## config.mk

```make
export PLATFORM = sky130hd
export DESIGN_NAME = fan_hysteresis_duty_control_unit
export DESIGN_NICKNAME = d
export VERILOG_FILES = /design/src/fhdc_pkg.sv /design/src/fan_hysteresis_duty_control_unit.sv
export SDC_FILE = /design/constraint.sdc
export NUM_CORES = 1
export LEC_CHECK = 0
export ABC_CLOCK_PERIOD_IN_PS = 5900
export BUFFER_PORTS_ARGS = -buffer_cell sky130_fd_sc_hd__buf_2
export CAP_MARGIN = 10
export CORE_ASPECT_RATIO = 1.2
export CORE_MARGIN = 4
export CORE_UTILIZATION = 40
export DETAILED_ROUTE_END_ITERATION = 8
export PLACE_DENSITY = 0.52
export SLEW_MARGIN = 10
export SYNTH_ARGS = -nofsm -noshare
export SYNTH_HDL_FRONTEND = slang
export SYNTH_SLANG_ARGS = --single-unit
```

## constraint.sdc

```tcl
create_clock -name clk -period 5.9 [get_ports clk]
set_input_delay 0.59 -clock clk [delete_from_list [all_inputs] [get_ports clk]]
set_output_delay 0.59 -clock clk [all_outputs]
set_load 0.01 [all_outputs]
```

## src/fhdc_pkg.sv

```systemverilog
// Shared types and constants for the fan hysteresis duty controller.
package fhdc_pkg;

	typedef enum logic [1:0] {
		MODE_COLD     = 2'd0,
		MODE_NORMAL   = 2'd1,
		MODE_WARMING  = 2'd2,
		MODE_CRITICAL = 2'd3
	} fan_mode_t;

	localparam int CFG_IDX_W = 3;

	typedef enum logic [CFG_IDX_W-1:0] {
		REG_COLD_ENTER     = 3'd0,
		REG_COLD_LEAVE     = 3'd1,
		REG_HOT_ENTER      = 3'd2,
		REG_HOT_LEAVE      = 3'd3,
		REG_CRITICAL_ENTER = 3'd4,
		REG_CRITICAL_LEAVE = 3'd5
	} cfg_reg_t;

	localparam int DUTY_W = 7;
	localparam logic [DUTY_W-1:0] DUTY_OFF  = 7'd0;
	localparam logic [DUTY_W-1:0] DUTY_BASE = 7'd20;
	localparam logic [DUTY_W-1:0] DUTY_SPAN = 7'd80;
	localparam logic [DUTY_W-1:0] DUTY_FULL = 7'd100;

	// Duty span 80 = 64 + 16, so the scaled deviation needs this many extra bits.
	localparam int SCALE_BITS = 7;

	localparam int OUT_W = 16;

	localparam int RST_COLD_ENTER     = 20;
	localparam int RST_COLD_LEAVE     = 25;
	localparam int RST_HOT_ENTER      = 80;
	localparam int RST_HOT_LEAVE      = 75;
	localparam int RST_CRITICAL_ENTER = 120;
	localparam int RST_CRITICAL_LEAVE = 110;

endpackage

```

## src/fan_hysteresis_duty_control_unit.sv

```systemverilog
// Fan duty controller: hysteresis mode machine and bit-serial duty interpolation.
//
// Each temperature item updates the fan mode (cold, normal, warming, critical) at the
// input handshake, and one result item with the duty in percent and the new mode follows.
// Cold, normal and critical items, and warming items when critical_enter is not above
// hot_enter, go from the input handshake straight to ST_HOLD. Other warming items go
// through a restoring divider (ST_DIV) that produces one quotient bit per cycle over the
// TEMP_BITS+7 bits of the scaled deviation. In ST_HOLD the result moves into the output
// register with valid once that register is free, and the block returns to idle. One
// item is in work at a time; a new item is taken as soon as the previous result sits in
// the output register, even while that result still waits for the sink. The user must
// write thresholds through cfg_we/cfg_index/cfg_data only while the block is idle; the
// block itself does not enforce this. Indexes beyond critical_leave are ignored.
module fan_hysteresis_duty_control_unit
	import fhdc_pkg::*;
#(
	parameter int TEMP_BITS = 12
) (
	input  logic                                   clk,
	input  logic                                   arst_n,
	input  logic                                   cfg_we,
	input  logic [CFG_IDX_W-1:0]                   cfg_index,
	input  logic [TEMP_BITS-1:0]                   cfg_data,
	input  logic                                   s_tvalid,
	output logic                                   s_tready,
	input  logic [((TEMP_BITS+7)/8)*8-1:0]         s_tdata,   // temperature
	output logic                                   m_tvalid,
	input  logic                                   m_tready,
	output logic [OUT_W-1:0]                       m_tdata    // duty_percent, fan_mode
);

	localparam int DW    = TEMP_BITS + SCALE_BITS;
	localparam int CNT_W = $clog2(DW);

	typedef enum logic [1:0] {
		ST_IDLE,
		ST_DIV,
		ST_HOLD
	} state_t;

	state_t                 state_q;
	fan_mode_t              mode_q;
	fan_mode_t              mode_next;
	logic [TEMP_BITS-1:0]   cold_enter_q, cold_leave_q, hot_enter_q, hot_leave_q;
	logic [TEMP_BITS-1:0]   critical_enter_q, critical_leave_q;
	logic [TEMP_BITS-1:0]   temperature;
	logic [TEMP_BITS-1:0]   dev;
	logic [DW-1:0]          dividend;
	logic [TEMP_BITS-1:0]   span_w;
	logic                   span_ok;
	logic [DW-1:0]          div_q;
	logic [TEMP_BITS-1:0]   rem_q;
	logic [TEMP_BITS-1:0]   span_q;
	logic [DUTY_W-1:0]      quo_q;
	logic                   ovf_q;
	logic [CNT_W-1:0]       cnt_q;
	logic [TEMP_BITS:0]     trial;
	logic                   ge;
	logic [TEMP_BITS:0]     trial_sub;
	logic [DUTY_W-1:0]      quo_next;
	logic                   ovf_next;
	logic [DUTY_W-1:0]      duty_sat;
	logic [DUTY_W-1:0]      duty_q;
	logic                   m_tvalid_q;
	logic [OUT_W-1:0]       m_tdata_q;
	logic                   in_acc;
	logic                   out_free;

	assign temperature = s_tdata[TEMP_BITS-1:0];
	assign s_tready    = (state_q == ST_IDLE);
	assign in_acc      = s_tvalid && s_tready;
	assign out_free    = !m_tvalid_q || m_tready;
	assign m_tvalid    = m_tvalid_q;
	assign m_tdata     = m_tdata_q;

	always_comb begin
		mode_next = mode_q;
		case (mode_q)
			MODE_COLD: begin
				if (temperature >= cold_leave_q) mode_next = MODE_NORMAL;
			end
			MODE_NORMAL: begin
				if (temperature < cold_enter_q)     mode_next = MODE_COLD;
				else if (temperature > hot_enter_q) mode_next = MODE_WARMING;
			end
			MODE_WARMING: begin
				if (temperature <= hot_leave_q)           mode_next = MODE_NORMAL;
				else if (temperature >= critical_enter_q) mode_next = MODE_CRITICAL;
			end
			MODE_CRITICAL: begin
				if (temperature <= critical_leave_q) mode_next = MODE_WARMING;
			end
			default: mode_next = MODE_NORMAL;
		endcase
	end

	// deviation clamped at zero, scaled by 80 as (dev << 6) + (dev << 4)
	assign dev      = (temperature > hot_enter_q) ? (temperature - hot_enter_q) : '0;
	assign dividend = DW'({dev, 6'b0}) + DW'({dev, 4'b0});
	assign span_w   = critical_enter_q - hot_enter_q;
	assign span_ok  = (critical_enter_q > hot_enter_q);

	// one restoring division step; remainder stays below the span
	assign trial     = {rem_q, div_q[DW-1]};
	assign ge        = (trial >= {1'b0, span_q});
	assign trial_sub = trial - {1'b0, span_q};
	assign quo_next  = {quo_q[DUTY_W-2:0], ge};
	assign ovf_next  = ovf_q | quo_q[DUTY_W-1];
	assign duty_sat  = (ovf_next || quo_next > DUTY_SPAN) ? DUTY_FULL : (DUTY_BASE + quo_next);

	always_ff @(posedge clk or negedge arst_n) begin
		if (!arst_n) begin
			cold_enter_q     <= TEMP_BITS'(RST_COLD_ENTER);
			cold_leave_q     <= TEMP_BITS'(RST_COLD_LEAVE);
			hot_enter_q      <= TEMP_BITS'(RST_HOT_ENTER);
			hot_leave_q      <= TEMP_BITS'(RST_HOT_LEAVE);
			critical_enter_q <= TEMP_BITS'(RST_CRITICAL_ENTER);
			critical_leave_q <= TEMP_BITS'(RST_CRITICAL_LEAVE);
		end else if (cfg_we) begin
			case (cfg_reg_t'(cfg_index))
				REG_COLD_ENTER:     cold_enter_q     <= cfg_data;
				REG_COLD_LEAVE:     cold_leave_q     <= cfg_data;
				REG_HOT_ENTER:      hot_enter_q      <= cfg_data;
				REG_HOT_LEAVE:      hot_leave_q      <= cfg_data;
				REG_CRITICAL_ENTER: critical_enter_q <= cfg_data;
				REG_CRITICAL_LEAVE: critical_leave_q <= cfg_data;
				default: ;
			endcase
		end
	end

	always_ff @(posedge clk or negedge arst_n) begin
		if (!arst_n) begin
			state_q    <= ST_IDLE;
			mode_q     <= MODE_NORMAL;
			m_tvalid_q <= 1'b0;
			m_tdata_q  <= '0;
			cnt_q      <= '0;
			div_q      <= '0;
			rem_q      <= '0;
			span_q     <= '0;
			quo_q      <= '0;
			ovf_q      <= 1'b0;
			duty_q     <= '0;
		end else begin
			if (state_q == ST_HOLD && out_free) m_tvalid_q <= 1'b1;
			else if (m_tvalid_q && m_tready)    m_tvalid_q <= 1'b0;
			case (state_q)
				ST_IDLE: begin
					if (in_acc) begin
						mode_q <= mode_next;
						div_q  <= dividend;
						span_q <= span_w;
						rem_q  <= '0;
						quo_q  <= '0;
						ovf_q  <= 1'b0;
						cnt_q  <= CNT_W'(DW - 1);
						case (mode_next)
							MODE_COLD:     duty_q <= DUTY_OFF;
							MODE_NORMAL:   duty_q <= DUTY_BASE;
							MODE_WARMING:  duty_q <= DUTY_FULL;
							MODE_CRITICAL: duty_q <= DUTY_FULL;
							default:       duty_q <= DUTY_FULL;
						endcase
						if (mode_next == MODE_WARMING && span_ok) state_q <= ST_DIV;
						else                                      state_q <= ST_HOLD;
					end
				end
				ST_DIV: begin
					div_q <= {div_q[DW-2:0], 1'b0};
					rem_q <= ge ? trial_sub[TEMP_BITS-1:0] : trial[TEMP_BITS-1:0];
					quo_q <= quo_next;
					ovf_q <= ovf_next;
					cnt_q <= cnt_q - 1'b1;
					if (cnt_q == '0) begin
						duty_q  <= duty_sat;
						state_q <= ST_HOLD;
					end
				end
				ST_HOLD: begin
					if (out_free) begin
						m_tdata_q  <= OUT_W'({mode_q, duty_q});
						state_q    <= ST_IDLE;
					end
				end
				default: state_q <= ST_IDLE;
			endcase
		end
	end

	a_duty_range: assert property (@(posedge clk) disable iff (!arst_n)
		m_tvalid |-> m_tdata[DUTY_W-1:0] <= DUTY_FULL)
		else $error("duty above full scale");

	a_cold_off: assert property (@(posedge clk) disable iff (!arst_n)
		m_tvalid && m_tdata[DUTY_W+1:DUTY_W] == MODE_COLD |-> m_tdata[DUTY_W-1:0] == DUTY_OFF)
		else $error("cold mode with fan running");

	a_critical_full: assert property (@(posedge clk) disable iff (!arst_n)
		m_tvalid && m_tdata[DUTY_W+1:DUTY_W] == MODE_CRITICAL
		|-> m_tdata[DUTY_W-1:0] == DUTY_FULL)
		else $error("critical mode below full duty");

	a_one_in_work: assert property (@(posedge clk) disable iff (!arst_n)
		s_tvalid && s_tready |=> !s_tready)
		else $error("second item taken while one is in work");

endmodule
```

==> flow_summary.toml, run 1 <==
[clocking]
h_tree_levels = 4
cts_post_setup_buffers_inserted = 0
cts_num_sinks = 145
cts_inserted_buffers = 17
worst_setup_hold_path_clk_slew_ns = 0.06
postCtsHoldBufs = 0
cts_root_buf = "sky130_fd_sc_hd__clkbuf_16"
clock_tree_from_tritoncts = "built"
cts_max_path_buffers = 2
post_cts_resized = 0
clk-insertion-delay-late_ns = 0.42

[yosys]
netlist.top_cell.by_area = "sky130_fd_sc_hd__dfrtp_1"
synthSimpleGateAreaFrac_pct = 14.0
synth.top_cells.by_area = "sky130_fd_sc_hd__dfrtp_1, sky130_fd_sc_hd__ha_1, sky130_fd_sc_hd__o21ai_0"
synth_top_family_by_area = "compound AO/OA/AOI/OAI gates"
avg_synthesized_cell_area_um2 = 8.95
post_synth_arst_share_pct = 100
synth.mux.area_fraction_pct = 5.31
synth_enable_flop_cells = 0
synth_warnings = 0
ys.flop_type = "sky130_fd_sc_hd__dfrtp_1"
ys_seq_area_share_pct = 37.6
gate_count_post_synth = 1086
synthXorXnorAreaFrac_pct = 3.43
synthesis.area_um2 = 9710
synth.lib_cells_used.distinct = 69
post_synth_fa_ha_maj_area_fraction_pct = 14.5
synth_compound_gate_area_share_pct = 18.7
post-synth-top-area-fraction_pct = 31.9
synth_seq_cells = 145

[global_route]
grt_max_degree = 96
groute.layer.met1.usage_pct = 22.4
gr-max-usage-layer = "met2"
groute.layer.met2.usage_pct = 33.7
globalRoute.totalOverflow = 0
grt_pass1_wl_mm = 39.2
grt_pass1_vias = 7674
grtUsageTotal_pct = 18.5
antenna_found_initial = 0
groute.layer.met3.usage_pct = 2.60

[placed_design]
post_dp_cell_area_um2 = 10200
io_buffers = 42
post-dp-hpwl_mm = 17.7
global_placer_s_final_weighted_congestion = 0.839
numPlacedInstances = 1421

[timing]
max_slew.worst_pin.slew_ns = 0.950
timing.final.max_slew_violations = 0
slew_headroom_pct = 36.5
clock_skew_ns = 0.00763
fmaxAchievable_ghz = 0.226
timing.final.crit_share_pct = 74.9
fin_setup_tns_ns = 0
finalWorstPathRequiredPeriod_ns = 4.42
setup_viol_count_final = 0
grt_setup_unrepaired = "no"
final-hold-violation-count = 0

[drt]
vias = 7652
wl_per_cell_um = 16.3
ant_nets = 0
drt_iter0_drc = 410
route.detailed.drc = 0
detail_route.wirelength_mm = 23.6
route.detailed.vias_per_inst = 5.27
dr.pass1.iters = 5

[finish]
fraction_of_final_layout_cells_sized_beyond_drive_strength_1_pct = 13.5
fin_area_um2 = 10800
layout.core_utilization_pct = 45.2
most_common_library_cell_in_the_layout_ignoring_fill_and_taps = "sky130_fd_sc_hd__nand2_1"
final_nets = 1265
final_cells = 1453
most-common-layout-cells = "sky130_fd_sc_hd__nand2_1, sky130_fd_sc_hd__dfrtp_1, sky130_fd_sc_hd__o21ai_0"
area_delta_synth_final_pct = 11.2
number_of_inserted_diodes = 0

[power]
powerDensity_nw_per_um2 = 407
leakagePower_nw = 5.01
maximum_ir_drop_on_the_vdd_rail_mv = 0.226

[worst_hold_path]
hold_path.class = "in -> async"

[floorplan]
dieHeight_um = 179
initial_utilization_pct = 40.7
i_o_pin_count = 54
rows = 62
die_width_um = 150
die-area_um2 = 26900
placeableCoreArea_um2 = 23900

[critical_path]
critPathMaxStageDelay_ns = 0.46
critPathCaptureType = "flip-flop"
worstPathRequired_ns = 6.20
path_cells = "buf_2 > inv_1 > ha_1 > fa_1 > nand2b_1 > a211oi_2 > o211ai_1 > a21oi_1 > buf_4 > and2_1 > inv_1 > fa_1 > maj3_1 > o21ai_0 > a22oi_1 > o221ai_2 > mux2i_1 > a221o_1"
cp_slowest_cell = "sky130_fd_sc_hd__fa_1"
rr_endpoint = "div_q[16]"
cp_max_fo = 8
worst_setup_path_start_kind = "primary input"
reg2reg_setup_slack_ns = 1.51
worstRegToRegCells = 16
rr_startpoint = "hot_enter_q[4]"
worst_ep_arrival_time_ns = 4.72
critical_path_class = "in -> reg"

[job]
max_cap_violations = 0

[outcome]
run_status = "finished, final reports clean"
## stage by stage
stage	hold WS, ns	power (W)	setup slack, ns
3_3_place_gp	0.462	0.00334	1.11
4_1_cts	0.310	0.00445	1.49
2_1_floorplan	0.294	0.00284	1.48
3_5_place_dp	0.470	0.00337	1.02
6_report	0.258	0.00439	1.48
5_1_grt	0.334	0.00478	1.17
## sequential cells by signal, summed over array words and instances, names as in the netlist, 2 cells and up
register	cells
div_q	15
cold_leave_q	12
m_tdata	9
duty_q	7
hot_leave_q	12
quo_q	7
critical_enter_q	12
cold_enter_q	12
hot_enter_q	12
state_q	2
span_q	12
cnt_q	5
mode_q	2
critical_leave_q	12
rem_q	12
## power by group
| part | internal [W] | switching [W] | total (W) |
|---|---|---|---|
| logic | 0.000792 | 0.00113 | 0.00192 |
| registers | 0.00126 | 0.000148 | 0.00141 |
| clock network | 0.000634 | 0.000427 | 0.00106 |
| total | 0.00269 | 0.00170 | 0.00439 |
## layout make-up
class                      instances  area, um^2
timing repair buffer              51         284
tap                              320         400
inverter                         112         420
clock inverter                     9         110
clock buffer                      23         458
sequential                       145        3650
multi-input combinational        793        5470
fill                            2391       13100
## cells in the mapped netlist (18+ instances only)
| library cell | n |
|---|---|
| sky130_fd_sc_hd__clkbuf_1 | 25 |
| sky130_fd_sc_hd__o21ai_0 | 112 |
| sky130_fd_sc_hd__nor3_1 | 23 |
| sky130_fd_sc_hd__nand2_1 | 125 |
| sky130_fd_sc_hd__a21o_1 | 21 |
| sky130_fd_sc_hd__ha_1 | 105 |
| sky130_fd_sc_hd__dfstp_2 | 21 |
| sky130_fd_sc_hd__nor2_1 | 56 |
| sky130_fd_sc_hd__xnor2_1 | 26 |
| sky130_fd_sc_hd__inv_1 | 111 |
| sky130_fd_sc_hd__nand3_1 | 18 |
| sky130_fd_sc_hd__mux2_2 | 36 |
| sky130_fd_sc_hd__a21oi_1 | 67 |
| sky130_fd_sc_hd__dfrtp_1 | 124 |
## worst max-delay path: cells and delay by family
family,cells,cell delay (ns)
AOI/OAI and AO/OA,7,1.59
adders and majority gates,4,1.47
buffers and inverters,4,0.48
muxes,1,0.10
and+or+nand+nor,2,0.46
## per-layer routing
layer	vias to the layer above	part of all wire, %
li1	3852	-
met1	3667	44
met2	104	52
met3	29	2.5
met4	0	2.2
met5	-	0
## logic make-up after synthesis
kind of cell    after synthesis
buf+inv                     154
other cells                   1
flops                       145
mux                          47
simple gates                294
xor+xnor                     38
compound gates              297
fa+ha+maj                   110
## worst max path at each step
stage	from	end	slack, ns	cells after the start
after floorplan	s_tdata[0]	div_q[16]	1.48	18
after global placement	s_tdata[0]	div_q[16]	1.11	18
after detailed placement	s_tdata[0]	div_q[16]	1.02	18
after CTS	s_tdata[0]	div_q[16]	1.49	18
after global routing	s_tdata[0]	div_q[16]	1.17	18
final	s_tdata[0]	div_q[16]	1.48	18
(Power assumes the default switching activity.)
==> inputs of run 2 (changes only) <==
- ABC_CLOCK_PERIOD_IN_PS: 5900 -> 3600
- PLACE_DENSITY: 0.52 -> 0.54
- clock period: 5.9 -> 3.6 ns (I/O delays scaled with it)
==> flow_summary.toml, run 2 (synthesized netlist as in run 1, its figures left out) <==
[clocking]
cts_max_path_buffers = 2
h_tree_levels = 4
clk-insertion-delay-late_ns = 0.43
cts_num_sinks = 145
clock_tree_from_tritoncts = "built"
cts_root_buf = "sky130_fd_sc_hd__clkbuf_16"
worst_setup_hold_path_clk_slew_ns = 0.07
cts_inserted_buffers = 17

[finish]
final_nets = 1361
num-fill-cells = 2329
most-common-layout-cells = "sky130_fd_sc_hd__nand2_1, sky130_fd_sc_hd__dfrtp_1, sky130_fd_sc_hd__inv_1"
fin_area_um2 = 11800
layout.core_utilization_pct = 49.3
number_of_inserted_diodes = 0
area_delta_synth_final_pct = 21.2
multiInputGateArea_um2 = 5660
most_common_library_cell_in_the_layout_ignoring_fill_and_taps = "sky130_fd_sc_hd__nand2_1"
fraction_of_final_layout_cells_sized_beyond_drive_strength_1_pct = 23.9
regArea_um2 = 3650
largest_register = "div_q"
largest_register_ffs = 15

[placed_design]
post-dp-hpwl_mm = 19.0
io_buffers = 42
post_dp_cell_area_um2 = 10900
global_placer_s_final_weighted_congestion = 0.871

[critical_path]
critical_path_class = "reg -> reg"
timing.critical_path.mode_cell = "sky130_fd_sc_hd__fa_2"
worst_setup_path_start_kind = "flip-flop"
timing.critical_path.buf_inv = 1
cp_max_fo = 5
worstPathRequired_ns = 3.90
reg2reg_setup_slack_ns = -0.11
path_cells = "ha_2 > fa_2 > nand2b_4 > a211oi_4 > o211ai_1 > a21o_4 > nor2_4 > ha_4 > inv_2 > fa_2 > maj3_2 > o21ai_2 > a22oi_2 > o221ai_2 > mux2i_1 > a221o_1"
worst_ep_arrival_time_ns = 4.01
cp_slowest_cell = "sky130_fd_sc_hd__dfrtp_1"
critPathCaptureType = "flip-flop"
critical-path-top-delay-family = "compound AO/OA/AOI/OAI gates"
critPathMaxStageDelay_ns = 0.39
rr_endpoint = "div_q[16]"
rr_startpoint = "hot_enter_q[0]"
worstRegToRegCells = 16

[timing]
timing.final.crit_share_pct = 103
max_slew.worst_pin.slew_ns = 0.812
grt_setup_unrepaired = "yes"
fmaxAchievable_ghz = 0.270
setup_ws_ns = -0.105
timing.final.max_slew_violations = 0
slew_headroom_pct = 45.9
clock_skew_ns = 0.0140
final-hold-violation-count = 0
finalWorstPathRequiredPeriod_ns = 3.71
setup_viol_count_final = 3

[job]
max_cap_violations = 0

[power]
powerDensity_nw_per_um2 = 668
maximum_ir_drop_on_the_vdd_rail_mv = 0.360
power.total_w = 0.00786
leakagePower_nw = 5.55

[global_route]
grt_max_degree = 68
grtUsageTotal_pct = 19.3
grt_pass1_wl_mm = 41.1
grt_pass1_vias = 7809
antenna_found_initial = 0
globalRoute.totalOverflow = 0

[worst_hold_path]
hold_path.class = "in -> reg"
worst_hold_startpoint = "cfg_data[3]"
hold_end = "cold_leave_q[3]"
worst_hold_path.num_cells = 3

[drt]
detail_route.wirelength_mm = 24.7
dr.pass1.iters = 4
vias = 7989
drt_iter0_drc = 384
wl_per_cell_um = 15.9
route.detailed.vias_per_inst = 5.16
ant_nets = 0
route.detailed.drc = 0

[floorplan]
dieHeight_um = 179
die_width_um = 150
placeableCoreArea_um2 = 23900
rows = 62
i_o_pin_count = 54
initial_utilization_pct = 40.7
die-area_um2 = 26900

[outcome]
failed_checks = "negative setup slack"
run_status = "finished, violations left"
[run 2: cell types whose count changed in the layout (fill, tap and decap cells not counted), moves of 7 or more]
cell,previous run,this run
sky130_fd_sc_hd__buf_4,9,102
sky130_fd_sc_hd__o21ai_0,112,103
sky130_fd_sc_hd__a21oi_1,67,60
sky130_fd_sc_hd__a21oi_2,1,8
[run 2: how the worst max path moves through the flow]
stage	slack [ns]	cells after the start	from	to
finish	-0.11	16	hot_enter_q[0]	div_q[16]
global route	-0.28	16	hot_enter_q[0]	div_q[16]
CTS	-0.15	16	hot_enter_q[0]	div_q[16]
detailed placement	-0.28	18	s_tdata[0]	div_q[16]
global placement	-0.20	18	s_tdata[0]	div_q[16]
floorplan	-0.13	18	s_tdata[0]	div_q[16]
[run 2: layout make-up]
| class | instances | share of cell area (%) |
|---|---|---|
| Clock inverter | 15 | 1.60 |
| Sequential cell | 145 | 31.0 |
| Inverter | 112 | 3.57 |
| Clock buffer | 17 | 3.61 |
| Timing Repair Buffer | 147 | 8.69 |
| Multi-Input combinational cell | 793 | 48.1 |
| Tap cell | 320 | 3.40 |
[run 2: layer usage]
metal / vias up / global-route usage [%] / share of wire, %
li1: 4057 / - / -
met1: 3793 / 25.3 / 45
met2: 103 / 33.4 / 50
met3: 36 / 2.05 / 2.2
met4: 0 / 5.91 / 2.1
met5: - / 0 / 0
[run 2: worst reg2reg max path: stages (launching register included)]
cell and delay (ns):
sky130_fd_sc_hd__dfrtp_1 0.39, sky130_fd_sc_hd__ha_2 0.19, sky130_fd_sc_hd__fa_2 0.34, sky130_fd_sc_hd__nand2b_4 0.16
sky130_fd_sc_hd__a211oi_4 0.23, sky130_fd_sc_hd__o211ai_1 0.18, sky130_fd_sc_hd__a21o_4 0.28, sky130_fd_sc_hd__nor2_4 0.13
sky130_fd_sc_hd__ha_4 0.15, sky130_fd_sc_hd__inv_2 0.04, sky130_fd_sc_hd__fa_2 0.34, sky130_fd_sc_hd__maj3_2 0.33
sky130_fd_sc_hd__o21ai_2 0.18, sky130_fd_sc_hd__a22oi_2 0.08, sky130_fd_sc_hd__o221ai_2 0.19, sky130_fd_sc_hd__mux2i_1 0.10
sky130_fd_sc_hd__a221o_1 0.26
[run 2: report_power, final]
| part | leakage (nW) | internal, W | switching, W |
|---|---|---|---|
| combinational | 3.46 | 0.00170 | 0.00202 |
| sequential | 1.79 | 0.00207 | 0.000241 |
| clock | 0.296 | 0.00100 | 0.000825 |
| total | 5.55 | 0.00477 | 0.00309 |
[run 2: metrics by stage]
| step | hold slack, ns | setup TNS (ns) | worst slack [ns] | instances |
|---|---|---|---|---|
| floorplan | 0.0644 | -0.148 | -0.131 | 1092 |
| global placement | 0.420 | -0.652 | -0.201 | 1505 |
| detailed placement | 0.425 | -1.50 | -0.285 | 1505 |
| CTS | 0.197 | -0.288 | -0.149 | 1543 |
| global route | 0.233 | -1.43 | -0.276 | 1549 |
| finish | 0.212 | -0.160 | -0.105 | 1549 |
[run 2: timing repair]
item | 4_1_cts | 5_1_grt
hold buffers | 1 | 0
hold endpoints to repair | 62 | 0
resized for setup | 9 | 35
setup buffers | 5 | 6
pin swaps | 16 | 19
endpoints found under the setup margin | 8 | 9
